File: src/design/linked_buffer_queue_manager_unit_defines.svh
// Assertion macros for the linked buffer queue manager.
// Used by the top level only; expects clk and arst_n in scope.
`ifndef LINKED_BUFFER_QUEUE_MANAGER_UNIT_DEFINES_SVH
`define LINKED_BUFFER_QUEUE_MANAGER_UNIT_DEFINES_SVH

// same-cycle implication
`define LBQ_ASSERT_NOW(lbl, ante, cons, msg) \
	lbl: assert property (@(posedge clk) disable iff (!arst_n) (ante) |-> (cons)) \
		else $error(msg);

// next-cycle implication
`define LBQ_ASSERT_NEXT(lbl, ante, cons, msg) \
	lbl: assert property (@(posedge clk) disable iff (!arst_n) (ante) |=> (cons)) \
		else $error(msg);

`endif

File: src/design/lbq_pkg.sv
// Package for the linked buffer queue manager: sizes, link and entry types,
// request and state codes, memory request structs. No dependencies.
`default_nettype none

package lbq_pkg;

	localparam int SLOT_COUNT    = 64;
	localparam int MAILBOX_COUNT = 16;
	localparam int SLOT_W        = $clog2(SLOT_COUNT);
	localparam int MB_W          = $clog2(MAILBOX_COUNT);
	localparam int LINK_W        = SLOT_W + 1;

	typedef logic [LINK_W-1:0] link_t;
	typedef logic [SLOT_W-1:0] slot_t;
	typedef logic [MB_W-1:0]   mb_t;

	localparam link_t NULL_LINK = LINK_W'(SLOT_COUNT);

	typedef enum logic [1:0] {
		REQ_ALLOC = 2'd0,
		REQ_FREE  = 2'd1,
		REQ_ENQ   = 2'd2,
		REQ_DEQ   = 2'd3
	} req_t;

	typedef enum logic [1:0] {
		ST_IDLE,
		ST_S1,
		ST_S2
	} state_t;

	typedef struct packed {
		link_t head;
		link_t tail;
	} qent_t;

	typedef struct packed {
		logic  rd;
		slot_t rd_addr;
		logic  wr;
		slot_t wr_addr;
		link_t wr_data;
	} link_req_t;

	typedef struct packed {
		logic  rd;
		mb_t   rd_addr;
		logic  wr;
		mb_t   wr_addr;
		qent_t wr_data;
	} q_req_t;

	function automatic logic is_slot(input link_t l);
		return l < NULL_LINK;
	endfunction

	// start-up free list: slot i links to i-1, slot 0 ends the list
	function automatic link_t link_reset(input slot_t a);
		return (a == '0) ? NULL_LINK : (LINK_W'(a) - LINK_W'(1));
	endfunction

endpackage

`default_nettype wire

File: src/design/lbq_ram.sv
// Generic single-write, single-read synchronous RAM with registered read.
// No dependencies.
`default_nettype none

module lbq_ram #(
	parameter int WIDTH = 8,
	parameter int DEPTH = 16
) (
	input  wire logic                     clk,
	input  wire logic                     we,
	input  wire logic [$clog2(DEPTH)-1:0] waddr,
	input  wire logic [WIDTH-1:0]         wdata,
	input  wire logic                     re,
	input  wire logic [$clog2(DEPTH)-1:0] raddr,
	output logic      [WIDTH-1:0]         rdata
);

	logic [WIDTH-1:0] mem_q [DEPTH];

	always_ff @(posedge clk) begin
		if (we) begin
			mem_q[waddr] <= wdata;
		end
		if (re) begin
			rdata <= mem_q[raddr];
		end
	end

endmodule

`default_nettype wire

File: src/design/lbq_link_mem.sv
// Next-link store: one RAM entry per slot plus per-entry valid bits that
// stand in for the start-up free list. Depends on lbq_pkg and lbq_ram.
`default_nettype none

module lbq_link_mem
	import lbq_pkg::*;
(
	input  wire logic      clk,
	input  wire logic      arst_n,
	input  wire link_req_t req,
	output link_t          rd_data
);

	logic [SLOT_COUNT-1:0] vld_q;
	logic                  rd_vld_s1;
	slot_t                 rd_addr_s1;
	link_t                 ram_data;

	lbq_ram #(
		.WIDTH (LINK_W),
		.DEPTH (SLOT_COUNT)
	) u_ram (
		.clk   (clk),
		.we    (req.wr),
		.waddr (req.wr_addr),
		.wdata (req.wr_data),
		.re    (req.rd),
		.raddr (req.rd_addr),
		.rdata (ram_data)
	);

	always_ff @(posedge clk or negedge arst_n) begin
		if (!arst_n) begin
			vld_q      <= '0;
			rd_vld_s1  <= 1'b0;
			rd_addr_s1 <= '0;
		end else begin
			if (req.wr) begin
				vld_q[req.wr_addr] <= 1'b1;
			end
			if (req.rd) begin
				rd_vld_s1  <= vld_q[req.rd_addr];
				rd_addr_s1 <= req.rd_addr;
			end
		end
	end

	assign rd_data = rd_vld_s1 ? ram_data : link_reset(rd_addr_s1);

endmodule

`default_nettype wire

File: src/design/lbq_queue_mem.sv
// Mailbox head/tail store: one RAM entry per mailbox, valid bits give
// empty queues until written. Depends on lbq_pkg and lbq_ram.
`default_nettype none

module lbq_queue_mem
	import lbq_pkg::*;
(
	input  wire logic   clk,
	input  wire logic   arst_n,
	input  wire q_req_t req,
	output qent_t       rd_data
);

	logic [MAILBOX_COUNT-1:0] vld_q;
	logic                     rd_vld_s1;
	qent_t                    ram_data;

	lbq_ram #(
		.WIDTH ($bits(qent_t)),
		.DEPTH (MAILBOX_COUNT)
	) u_ram (
		.clk   (clk),
		.we    (req.wr),
		.waddr (req.wr_addr),
		.wdata (req.wr_data),
		.re    (req.rd),
		.raddr (req.rd_addr),
		.rdata (ram_data)
	);

	always_ff @(posedge clk or negedge arst_n) begin
		if (!arst_n) begin
			vld_q     <= '0;
			rd_vld_s1 <= 1'b0;
		end else begin
			if (req.wr) begin
				vld_q[req.wr_addr] <= 1'b1;
			end
			if (req.rd) begin
				rd_vld_s1 <= vld_q[req.rd_addr];
			end
		end
	end

	assign rd_data = rd_vld_s1 ? ram_data : qent_t'{head: NULL_LINK, tail: NULL_LINK};

endmodule

`default_nettype wire

File: src/design/linked_buffer_queue_manager_unit.sv
// Linked buffer queue manager: a pool of SLOT_COUNT slots on one LIFO free list and
// MAILBOX_COUNT linked FIFO queues. Each transaction allocates, frees, enqueues or
// dequeues and gives one result transaction. Allocate, free and enqueue to an empty
// mailbox finish in ST_S1; enqueue to a non-empty mailbox and dequeue of a
// non-empty mailbox go on to ST_S2, as the link and queue memories have registered reads
// (a dequeue reads the queue head, then that slot's link). One transaction is in
// work at a time; a result waiting in the output register holds the last step only.
// The start-up state comes from valid bits, so there is no clearing pass after reset.
// Depends on lbq_pkg, lbq_link_mem, lbq_queue_mem and the assertion macro header.
`default_nettype none
`include "linked_buffer_queue_manager_unit_defines.svh"

module linked_buffer_queue_manager_unit
	import lbq_pkg::*;
(
	input  wire logic         clk,
	input  wire logic         arst_n,
	input  wire logic         in_valid,
	output logic              in_ready,
	input  wire logic [1:0]   req_type,
	input  wire logic [MB_W-1:0]   mailbox_idx,
	input  wire logic [SLOT_W-1:0] slot_in,
	output logic              out_valid,
	input  wire logic         out_ready,
	output logic [SLOT_W-1:0] slot_out,
	output logic              slot_valid
);

	state_t    state_q, state_d;
	req_t      req_q;
	mb_t       mb_q;
	slot_t     slot_q;
	link_t     free_head_q, free_head_d;
	logic      free_head_we;
	qent_t     ent_q;
	logic      ent_we;
	logic      out_valid_q, res_vld_q;
	slot_t     res_slot_q;

	link_req_t lreq;
	q_req_t    qreq;
	link_t     l_rd_data;
	qent_t     q_rd_data;

	logic      adv, fin, res_vld, accept, mb_ok, slot_ok, tail_slot;
	slot_t     res_slot;

	lbq_link_mem u_link (
		.clk     (clk),
		.arst_n  (arst_n),
		.req     (lreq),
		.rd_data (l_rd_data)
	);

	lbq_queue_mem u_queue (
		.clk     (clk),
		.arst_n  (arst_n),
		.req     (qreq),
		.rd_data (q_rd_data)
	);

	assign adv       = !out_valid_q || out_ready;
	assign accept    = in_valid && in_ready;
	assign mb_ok     = {1'b0, mb_q} < (MB_W+1)'(MAILBOX_COUNT);
	assign slot_ok   = is_slot({1'b0, slot_q});
	assign tail_slot = is_slot(q_rd_data.tail);

	always_comb begin
		state_d = state_q;
		case (state_q)
			ST_IDLE: begin
				if (in_valid) begin
					state_d = ST_S1;
				end
			end
			ST_S1: begin
				if (!fin) begin
					state_d = ST_S2;
				end else if (adv) begin
					state_d = ST_IDLE;
				end
			end
			ST_S2: begin
				if (adv) begin
					state_d = ST_IDLE;
				end
			end
			default: state_d = ST_IDLE;
		endcase
	end

	always_comb begin
		in_ready     = 1'b0;
		fin          = 1'b0;
		res_vld      = 1'b0;
		res_slot     = '0;
		free_head_we = 1'b0;
		free_head_d  = free_head_q;
		ent_we       = 1'b0;
		lreq         = '0;
		qreq         = '0;
		case (state_q)
			ST_IDLE: begin
				in_ready = 1'b1;
				if (in_valid) begin
					qreq.rd      = 1'b1;
					qreq.rd_addr = mailbox_idx;
					lreq.rd      = is_slot(free_head_q);
					lreq.rd_addr = free_head_q[SLOT_W-1:0];
				end
			end
			ST_S1: begin
				case (req_q)
					REQ_ALLOC: begin
						fin = 1'b1;
						if (is_slot(free_head_q)) begin
							res_vld  = 1'b1;
							res_slot = free_head_q[SLOT_W-1:0];
							if (adv) begin
								free_head_we = 1'b1;
								free_head_d  = l_rd_data;
								lreq.wr      = 1'b1;
								lreq.wr_addr = free_head_q[SLOT_W-1:0];
								lreq.wr_data = NULL_LINK;
							end
						end
					end
					REQ_FREE: begin
						fin = 1'b1;
						if (slot_ok && adv) begin
							lreq.wr      = 1'b1;
							lreq.wr_addr = slot_q;
							lreq.wr_data = free_head_q;
							free_head_we = 1'b1;
							free_head_d  = {1'b0, slot_q};
						end
					end
					REQ_ENQ: begin
						if (!(mb_ok && slot_ok)) begin
							fin = 1'b1;
						end else begin
							fin = !tail_slot;
							if (adv || tail_slot) begin
								lreq.wr      = 1'b1;
								lreq.wr_addr = slot_q;
								lreq.wr_data = NULL_LINK;
								qreq.wr      = 1'b1;
								qreq.wr_addr = mb_q;
								qreq.wr_data.head = tail_slot ? q_rd_data.head : {1'b0, slot_q};
								qreq.wr_data.tail = {1'b0, slot_q};
								ent_we       = 1'b1;
							end
						end
					end
					REQ_DEQ: begin
						if (!(mb_ok && is_slot(q_rd_data.head))) begin
							fin = 1'b1;
						end else begin
							lreq.rd      = 1'b1;
							lreq.rd_addr = q_rd_data.head[SLOT_W-1:0];
							ent_we       = 1'b1;
						end
					end
					default: fin = 1'b1;
				endcase
			end
			ST_S2: begin
				fin = 1'b1;
				if (req_q == REQ_DEQ) begin
					res_vld  = 1'b1;
					res_slot = ent_q.head[SLOT_W-1:0];
					if (adv) begin
						qreq.wr      = 1'b1;
						qreq.wr_addr = mb_q;
						qreq.wr_data = is_slot(l_rd_data) ?
							qent_t'{head: l_rd_data, tail: ent_q.tail} :
							qent_t'{head: NULL_LINK, tail: NULL_LINK};
						lreq.wr      = 1'b1;
						lreq.wr_addr = ent_q.head[SLOT_W-1:0];
						lreq.wr_data = NULL_LINK;
					end
				end else if (adv) begin
					// link old tail to the new slot
					lreq.wr      = 1'b1;
					lreq.wr_addr = ent_q.tail[SLOT_W-1:0];
					lreq.wr_data = {1'b0, slot_q};
				end
			end
			default: ;
		endcase
	end

	always_ff @(posedge clk or negedge arst_n) begin
		if (!arst_n) begin
			state_q     <= ST_IDLE;
			free_head_q <= LINK_W'(SLOT_COUNT - 1);
			out_valid_q <= 1'b0;
		end else begin
			state_q <= state_d;
			if (free_head_we) begin
				free_head_q <= free_head_d;
			end
			if (state_q != ST_IDLE && fin && adv) begin
				out_valid_q <= 1'b1;
			end else if (out_ready) begin
				out_valid_q <= 1'b0;
			end
		end
	end

	always_ff @(posedge clk) begin
		if (accept) begin
			req_q  <= req_t'(req_type);
			mb_q   <= mailbox_idx;
			slot_q <= slot_in;
		end
		if (ent_we) begin
			ent_q <= q_rd_data;
		end
		if (state_q != ST_IDLE && fin && adv) begin
			res_vld_q  <= res_vld;
			res_slot_q <= res_slot;
		end
	end

	assign out_valid  = out_valid_q;
	assign slot_out   = res_slot_q;
	assign slot_valid = res_vld_q;

	`LBQ_ASSERT_NEXT(a_busy_after_accept, accept, !in_ready, "accepted while busy")
	`LBQ_ASSERT_NOW(a_empty_result_zero, out_valid && !slot_valid, slot_out == '0,
		"empty result carries a slot")
	`LBQ_ASSERT_NOW(a_free_head_range, 1'b1, free_head_q <= NULL_LINK,
		"free list head out of range")
	`LBQ_ASSERT_NOW(a_link_rw_apart, lreq.wr && lreq.rd, lreq.wr_addr != lreq.rd_addr,
		"link read and write collide")

endmodule

`default_nettype wire

File: config.mk
export PLATFORM = sky130hd
export DESIGN_NAME = linked_buffer_queue_manager_unit
export DESIGN_NICKNAME = d
export VERILOG_FILES = /design/src/design/lbq_pkg.sv /design/src/design/lbq_ram.sv /design/src/design/lbq_link_mem.sv /design/src/design/lbq_queue_mem.sv /design/src/design/linked_buffer_queue_manager_unit.sv
export VERILOG_INCLUDE_DIRS = /design/src /design/src/design
export SDC_FILE = /design/constraint.sdc
export NUM_CORES = 1
export LEC_CHECK = 0
export ABC_AREA = 1
export BUFFER_PORTS_ARGS = -buffer_cell sky130_fd_sc_hd__buf_2
export CORE_MARGIN = 10
export CORE_UTILIZATION = 54
export CTS_BUF_LIST = sky130_fd_sc_hd__clkbuf_4
export DETAILED_ROUTE_END_ITERATION = 6
export GPL_ROUTABILITY_DRIVEN = 1
export GPL_TIMING_DRIVEN = 1
export PLACE_DENSITY = 0.69
export SKIP_CTS_REPAIR_TIMING = 1
export SLEW_MARGIN = 15
export SYNTH_ARGS = -nofsm -noshare
export SYNTH_HDL_FRONTEND = slang
export SYNTH_SLANG_ARGS = --single-unit
export TNS_END_PERCENT = 10
File: constraint.sdc
create_clock -name clk -period 7.5 [get_ports clk]
set_input_delay 1.125 -clock clk [delete_from_list [all_inputs] [get_ports clk]]
set_output_delay 1.125 -clock clk [all_outputs]
set_load 0.02 [all_outputs]
* Yosys cells after proc, flatten, opt, wreduce, memory -nomap -nowiden *
Memory sizes are Yosys's and may differ from the RTL's. A register that Yosys moved wholly into a read port is not among the register bits.
Index checks and enable logic that the tools add are counted.

storage, ports and cells
  memories kept = 2
  word-level logic and storage cells = 123
  bits in registers = 130
  RAM bits = 672

memory list
  name                 words  bits a word  read ports  clocked after Yosys merged registers in  write ports  line           text
  u_link.u_ram.mem_q   64     7            1           1                                        1            lbq_ram.sv:18  logic [WIDTH-1:0] mem_q [DEPTH];
  u_queue.u_ram.mem_q  16     14           1           1                                        1            lbq_ram.sv:18

cells by class
  order comparisons = 10
  reduce and logical (&&, ||, !) cells = 17
  equality and inequality tests = 9
  muxes and demuxes = 67
  bitwise logic cells = 2
  $add $sub $neg = 1

operator list
  cell                 number
  $mux 14              9
  $mux 19              4
  $or 64x64->64        1
  $mux 7               9
  $pmux 14 s3          1
  $pmux 19 s2          1
  $lt 7x7->1 const B   4
  $pmux 14 s2          1
  $pmux 7 s2           2
  $mux 1               21
  $mux 6               3
  $or 16x16->16        1
  $lt 6x7->1 const B   2
  $pmux 6 s2           1
  $lt 4x5->1 const B   2
  $mux 5               2
  $ne 2x2->1 const B   4
  $pmux 1 s2           4
  $sub 6x1->7 const B  1
  $bmux 1 s6           1
  $demux 1 s6          1
  $eq 2x2->1 const B   3
  $ge 6x1->1 const B   1
  $logic_not 6->1      1
  14 further kinds     26

* Longest topological paths before layout *
  word-level depth = 13
  depth in mapped cells = 18
  depth with buffers taken out = 16

* Hierarchy *
From an unflattened synthesis, not the netlist that was laid out.

unflattened totals
  cells, all modules = 3354
  area, all modules = 35595.4 µm²

by module, submodules not included
  module                            seq. area each (µm²)  times used  area an instance (µm²)  cells each
  lbq_ram at u_link.u_ram           13663.1               1           18615.4                 1590
  lbq_ram at u_queue.u_ram          7146.9                1           10126.0                 943
  lbq_link_mem                      1776.7                1           3374.5                  376
  linked_buffer_queue_manager_unit  1218.7                1           2562.5                  328
  lbq_queue_mem                     425.4                 1           917.1                   117

* Least setup slack after synthesis *
No wires, ideal clock.

  path kind = input port to flip-flop
  start = in out_ready
  end = mem u_link.u_ram.mem_q[0][6] (netlist bit) (data pin)
  buffers on the path = 1
  library setup time = 0.720 ns
  stages = 5
  setup slack = 2.414 ns
  arrival time = 4.366 ns
  data required time = 6.780 ns
  cells stage by stage = inv_1 -> nand2_2 -> clkbuf_1 -> a221oi_1 -> o31ai_1

RTL lines
  element             line                                    text
  start: declaration  linked_buffer_queue_manager_unit.sv:24  input wire logic out_ready,
  end: declaration    lbq_ram.sv:18

* Final worst setup path *
  start = reg u_queue.rd_vld_s1
  end = reg u_link.u_ram.rdata[3], read port of u_link.u_ram.mem_q (data pin)

between the ends
  longest elaborated chain between the ends = 5

RTL lines
  element                   line                                     text
  start: declaration        lbq_queue_mem.sv:15                      logic rd_vld_s1;
  start signal: assignment  lbq_queue_mem.sv:40                      rd_vld_s1 <= vld_q[req.rd_addr];
  $mux 14 *                 lbq_queue_mem.sv:45                      assign rd_data = rd_vld_s1 ? ram_data : qent_t'{head: NULL_LINK, tail: NULL_LINK};
  $lt 7x7->1                lbq_pkg.sv:54                            return l < NULL_LINK;
  $mux 7 *                  linked_buffer_queue_manager_unit.sv:156  if (!(mb_ok && is_slot(q_rd_data.head))) begin
  $mux 7 *                  linked_buffer_queue_manager_unit.sv:113  case (req_q)
  $pmux 7 s2 *              linked_buffer_queue_manager_unit.sv:102  case (state_q)
  end: declaration          lbq_ram.sv:15                            output logic [WIDTH-1:0] rdata

Mark *: on every way between the ends. The rest lies on a longest branch, timed or not.
A chain may end at the register's enable or synchronous reset.

==> impl_metrics.yaml <==
run_status:
  status: "finished clean"
placed_design:
  place_hpwl_um: 49400
  place_area_sq_um: 35400
  io_buffers: 24
  globalplace.congestion: 0.941
setup_path:
  worst-r2r-cell-count: 14
  rrSetupSlack_ns: 2.57
  worst-setup-path-type: "reg -> reg"
  worstPathMaxFanout: 118
  reg2reg_from: "u_queue.rd_vld_s1"
  endpoint_kind: "register"
  worstPathRequired_ns: 8.30
  worstSetupStartpointType: "register"
  cp_data_arrival_time_ns: 5.73
  timing.rr.end: "u_link.u_ram.rdata[3]"
synthesis:
  yosysSeqAreaShare: 0.701
  yosys.cell_types.count: 53
  syn_inst: 2764
  synth_area_per_cell_sq_um: 12.5
  ys_ff_latch: 823
  synthesis.area_sq_um: 34500
  yosys_warnings: 0
  syn_nets: 2786
global_routing:
  grt.overflow.total: 0
  grt_use_total: 0.231
  grt_pass1_vias: 23000
  grt_pass1_wl_um: 133000
  grt_max_degree: 200
  grt_antenna_before_repair: 2
sta:
  tns_ns: 0
  worst_hold_slack_ns: 0.248
  fmax_ghz: 0.203
  finalClockSkew_ns: 0.0808
  maxSlewViolCount: 0
  setup_viol: 0
  finalHoldViolations: 0
  worst_slew_pin_slew_ns: 1.21
  period_share: 0.657
  slew_headroom: 0.190
  rsz0062_at_grt: "no"
  period_needed_ns: 4.93
finish:
  area_growth_pct: 10.1
  fin_nets: 2886
  postLayoutCoreUtil: 0.602
  drive_above_1_share: 0.200
  fin_area_sq_um: 38000
power:
  p_total_mw: 12.3
  p_per_area_nw_per_um2: 323
  p_leak_nw: 13.9
  ir_drop_uv: 274
clock_tree:
  cts_root_buffer: "clkbuf_4"
  htreeDepth: 4
  cts.clk_slew.worst_paths_ns: 0.07
  cts_tree: "built"
  cts_sinks: 823
  clockBufferDepth: 3
  cts-buffers-inserted: 198
  worstSkewPairLatency_ns: 1.07
detailed_routing:
  wl_um: 86400
  drt_iter0_markers: 2596
  vias_per_cell: 5.96
  drt.antenna.violating_nets: 0
  via_count: 23100
  drc_errors: 0
  post_drt_wl_per_cell_um: 22.3
  drt-pass1-iter-count: 6
floorplan:
  start_util: 0.547
  die_w_um: 273
  fp.dieH_um: 273
  dieArea_sq_um: 74500
  io_pins: 25
  num_rows: 92
  core_sq_um: 63200
min_path:
  whs_path_depth: 1
  min_to: "slot_q[1]"
  hold_path_class: "in -> reg"
  worstHoldStart: "slot_in[1]"
flow_run:
  cap_violations: 0
==> Yosys cell counts, drive strengths merged <==
| library cell | count | area share |
|---|---|---|
| a21boi | 2 | 0.00054 |
| a21oi | 30 | 0.0045 |
| a221oi | 1 | 0.00025 |
| a22oi | 4 | 0.0010 |
| a2bb2oi | 1 | 0.00025 |
| a31oi | 5 | 0.00091 |
| a32oi | 3 | 0.00076 |
| buf | 80 | 0.016 |
| clkbuf | 95 | 0.010 |
| clkinv | 5 | 0.00058 |
| dfrtp | 92 | 0.067 |
| dfstp | 6 | 0.0046 |
| edfxtp | 725 | 0.63 |
| ha | 6 | 0.0022 |
| inv | 161 | 0.017 |
| mux2i | 57 | 0.017 |
| nand2 | 174 | 0.021 |
| nand3 | 301 | 0.044 |
| nand4 | 2 | 0.00036 |
| nor2 | 361 | 0.042 |
| nor3 | 8 | 0.0013 |
| nor4 | 2 | 0.00036 |
| o211ai | 168 | 0.037 |
| o21a | 2 | 0.00043 |
| o21ai | 275 | 0.041 |
| o21bai | 1 | 0.00033 |
| o221ai | 50 | 0.013 |
| o22ai | 28 | 0.0054 |
| o31ai | 2 | 0.00043 |
| or2 | 116 | 0.021 |
| xor2 | 1 | 0.00025 |
==> layout make-up <==
cell class / count / area, sq um
tap: 846 / 1060
inverter: 166 / 631
clock inverter: 64 / 425
multi-input combinational: 1600 / 8940
timing repair buffer: 75 / 546
clock buffer: 293 / 2200
fill: 4957 / 25200
antenna: 3 / 7.51
sequential: 823 / 24200
==> routing by layer <==
metal / GRT usage / vias up / part of all wire
met1: 0.314 / 11300 / 0.42
li1: - / 10400 / -
met2: 0.360 / 1133 / 0.47
met4: 0.0890 / 0 / 0.026
met5: 0 / - / 0
met3: 0.0502 / 190 / 0.084
==> worst max-delay path by stage <==
stage / cells after the start / from / slack [ns] / end
6_report: 14 / u_queue.rd_vld_s1 / 2.57 / u_link.u_ram.rdata[3]
2_1_floorplan: 5 / out_ready / 2.41 / u_link.u_ram.mem_q[0][6]
4_1_cts: 17 / state_q[0] / 2.71 / u_link.u_ram.rdata[4]
3_5_place_dp: 16 / in_valid / 2.30 / u_link.u_ram.rdata[4]
3_3_place_gp: 16 / in_valid / 2.41 / u_link.u_ram.rdata[2]
5_1_grt: 17 / state_q[0] / 2.25 / u_link.u_ram.rdata[5]
==> report_power, final <==
group          total, mW  internal [mW]  switching, mW
Sequential          5.54           5.41          0.127
Combinational       3.04          0.798           2.24
Clock               3.72           1.94           1.78
Total               12.3           8.15           4.15
==> logic make-up after synthesis <==
group	after synthesis	share of synthesized area
fa+ha+maj	6	0.00217
compound gates	572	0.106
buf+inv	341	0.0440
simple gates	964	0.130
xor+xnor	1	0.000254
flops	823	0.701
mux	57	0.0165
==> cells in the final DEF, fill, tap and decap left out, types with 9 or more instances in the layout <==
master and instances:
inv_2 17, or2_2 112, nand3_1 299, edfxtp_1 725, inv_1 145, a21oi_1 22, o221ai_1 50, clkinv_2 15
clkinv_1 39, buf_4 48, nor2_1 344, clkbuf_4 293, dfrtp_1 92, mux2i_1 57, o21ai_0 252, nand2_2 15
o22ai_1 23, nor2_4 9, o21ai_2 12, buf_2 23, o21ai_1 11, o211ai_1 165, nand2_1 155
==> critical path: stages (launching register included) <==
cell and delay [ns]:
dfrtp_1 0.76, nand2_1 0.30, nor2_8 0.20, nand3_2 0.60
nand2_8 0.85, inv_6 0.41, buf_12 0.41, nor2_1 0.16
nor2_1 0.05, o21ai_0 0.12, nand3_1 0.14, nand3_1 0.13
nand3_1 0.08, nand3_1 0.20, nand2_1 0.09
==> flip-flops by register name (all words and copies together) (netlist names) <==
name                 count
u_link.u_ram.mem_q     448
u_queue.u_ram.mem_q    224
u_link.vld_q            64
u_queue.vld_q           16
u_queue.u_ram.rdata     14
ent_q                   13
free_head_q              7
u_link.u_ram.rdata       7
slot_out                 6
slot_q                   6
u_link.rd_addr_s1        6
mb_q                     4
req_q                    2
state_q                  2
out_valid                1
slot_valid               1
u_link.rd_vld_s1         1
u_queue.rd_vld_s1        1
==> stage by stage <==
stage / worst slack [ns] / cells
2_1_floorplan: 2.41 / 2764
3_3_place_gp: 2.41 / 3508
3_5_place_dp: 2.30 / 3509
4_1_cts: 2.71 / 3866
5_1_grt: 2.25 / 3869
6_report: 2.57 / 3870
(Power assumes the default switching activity.)
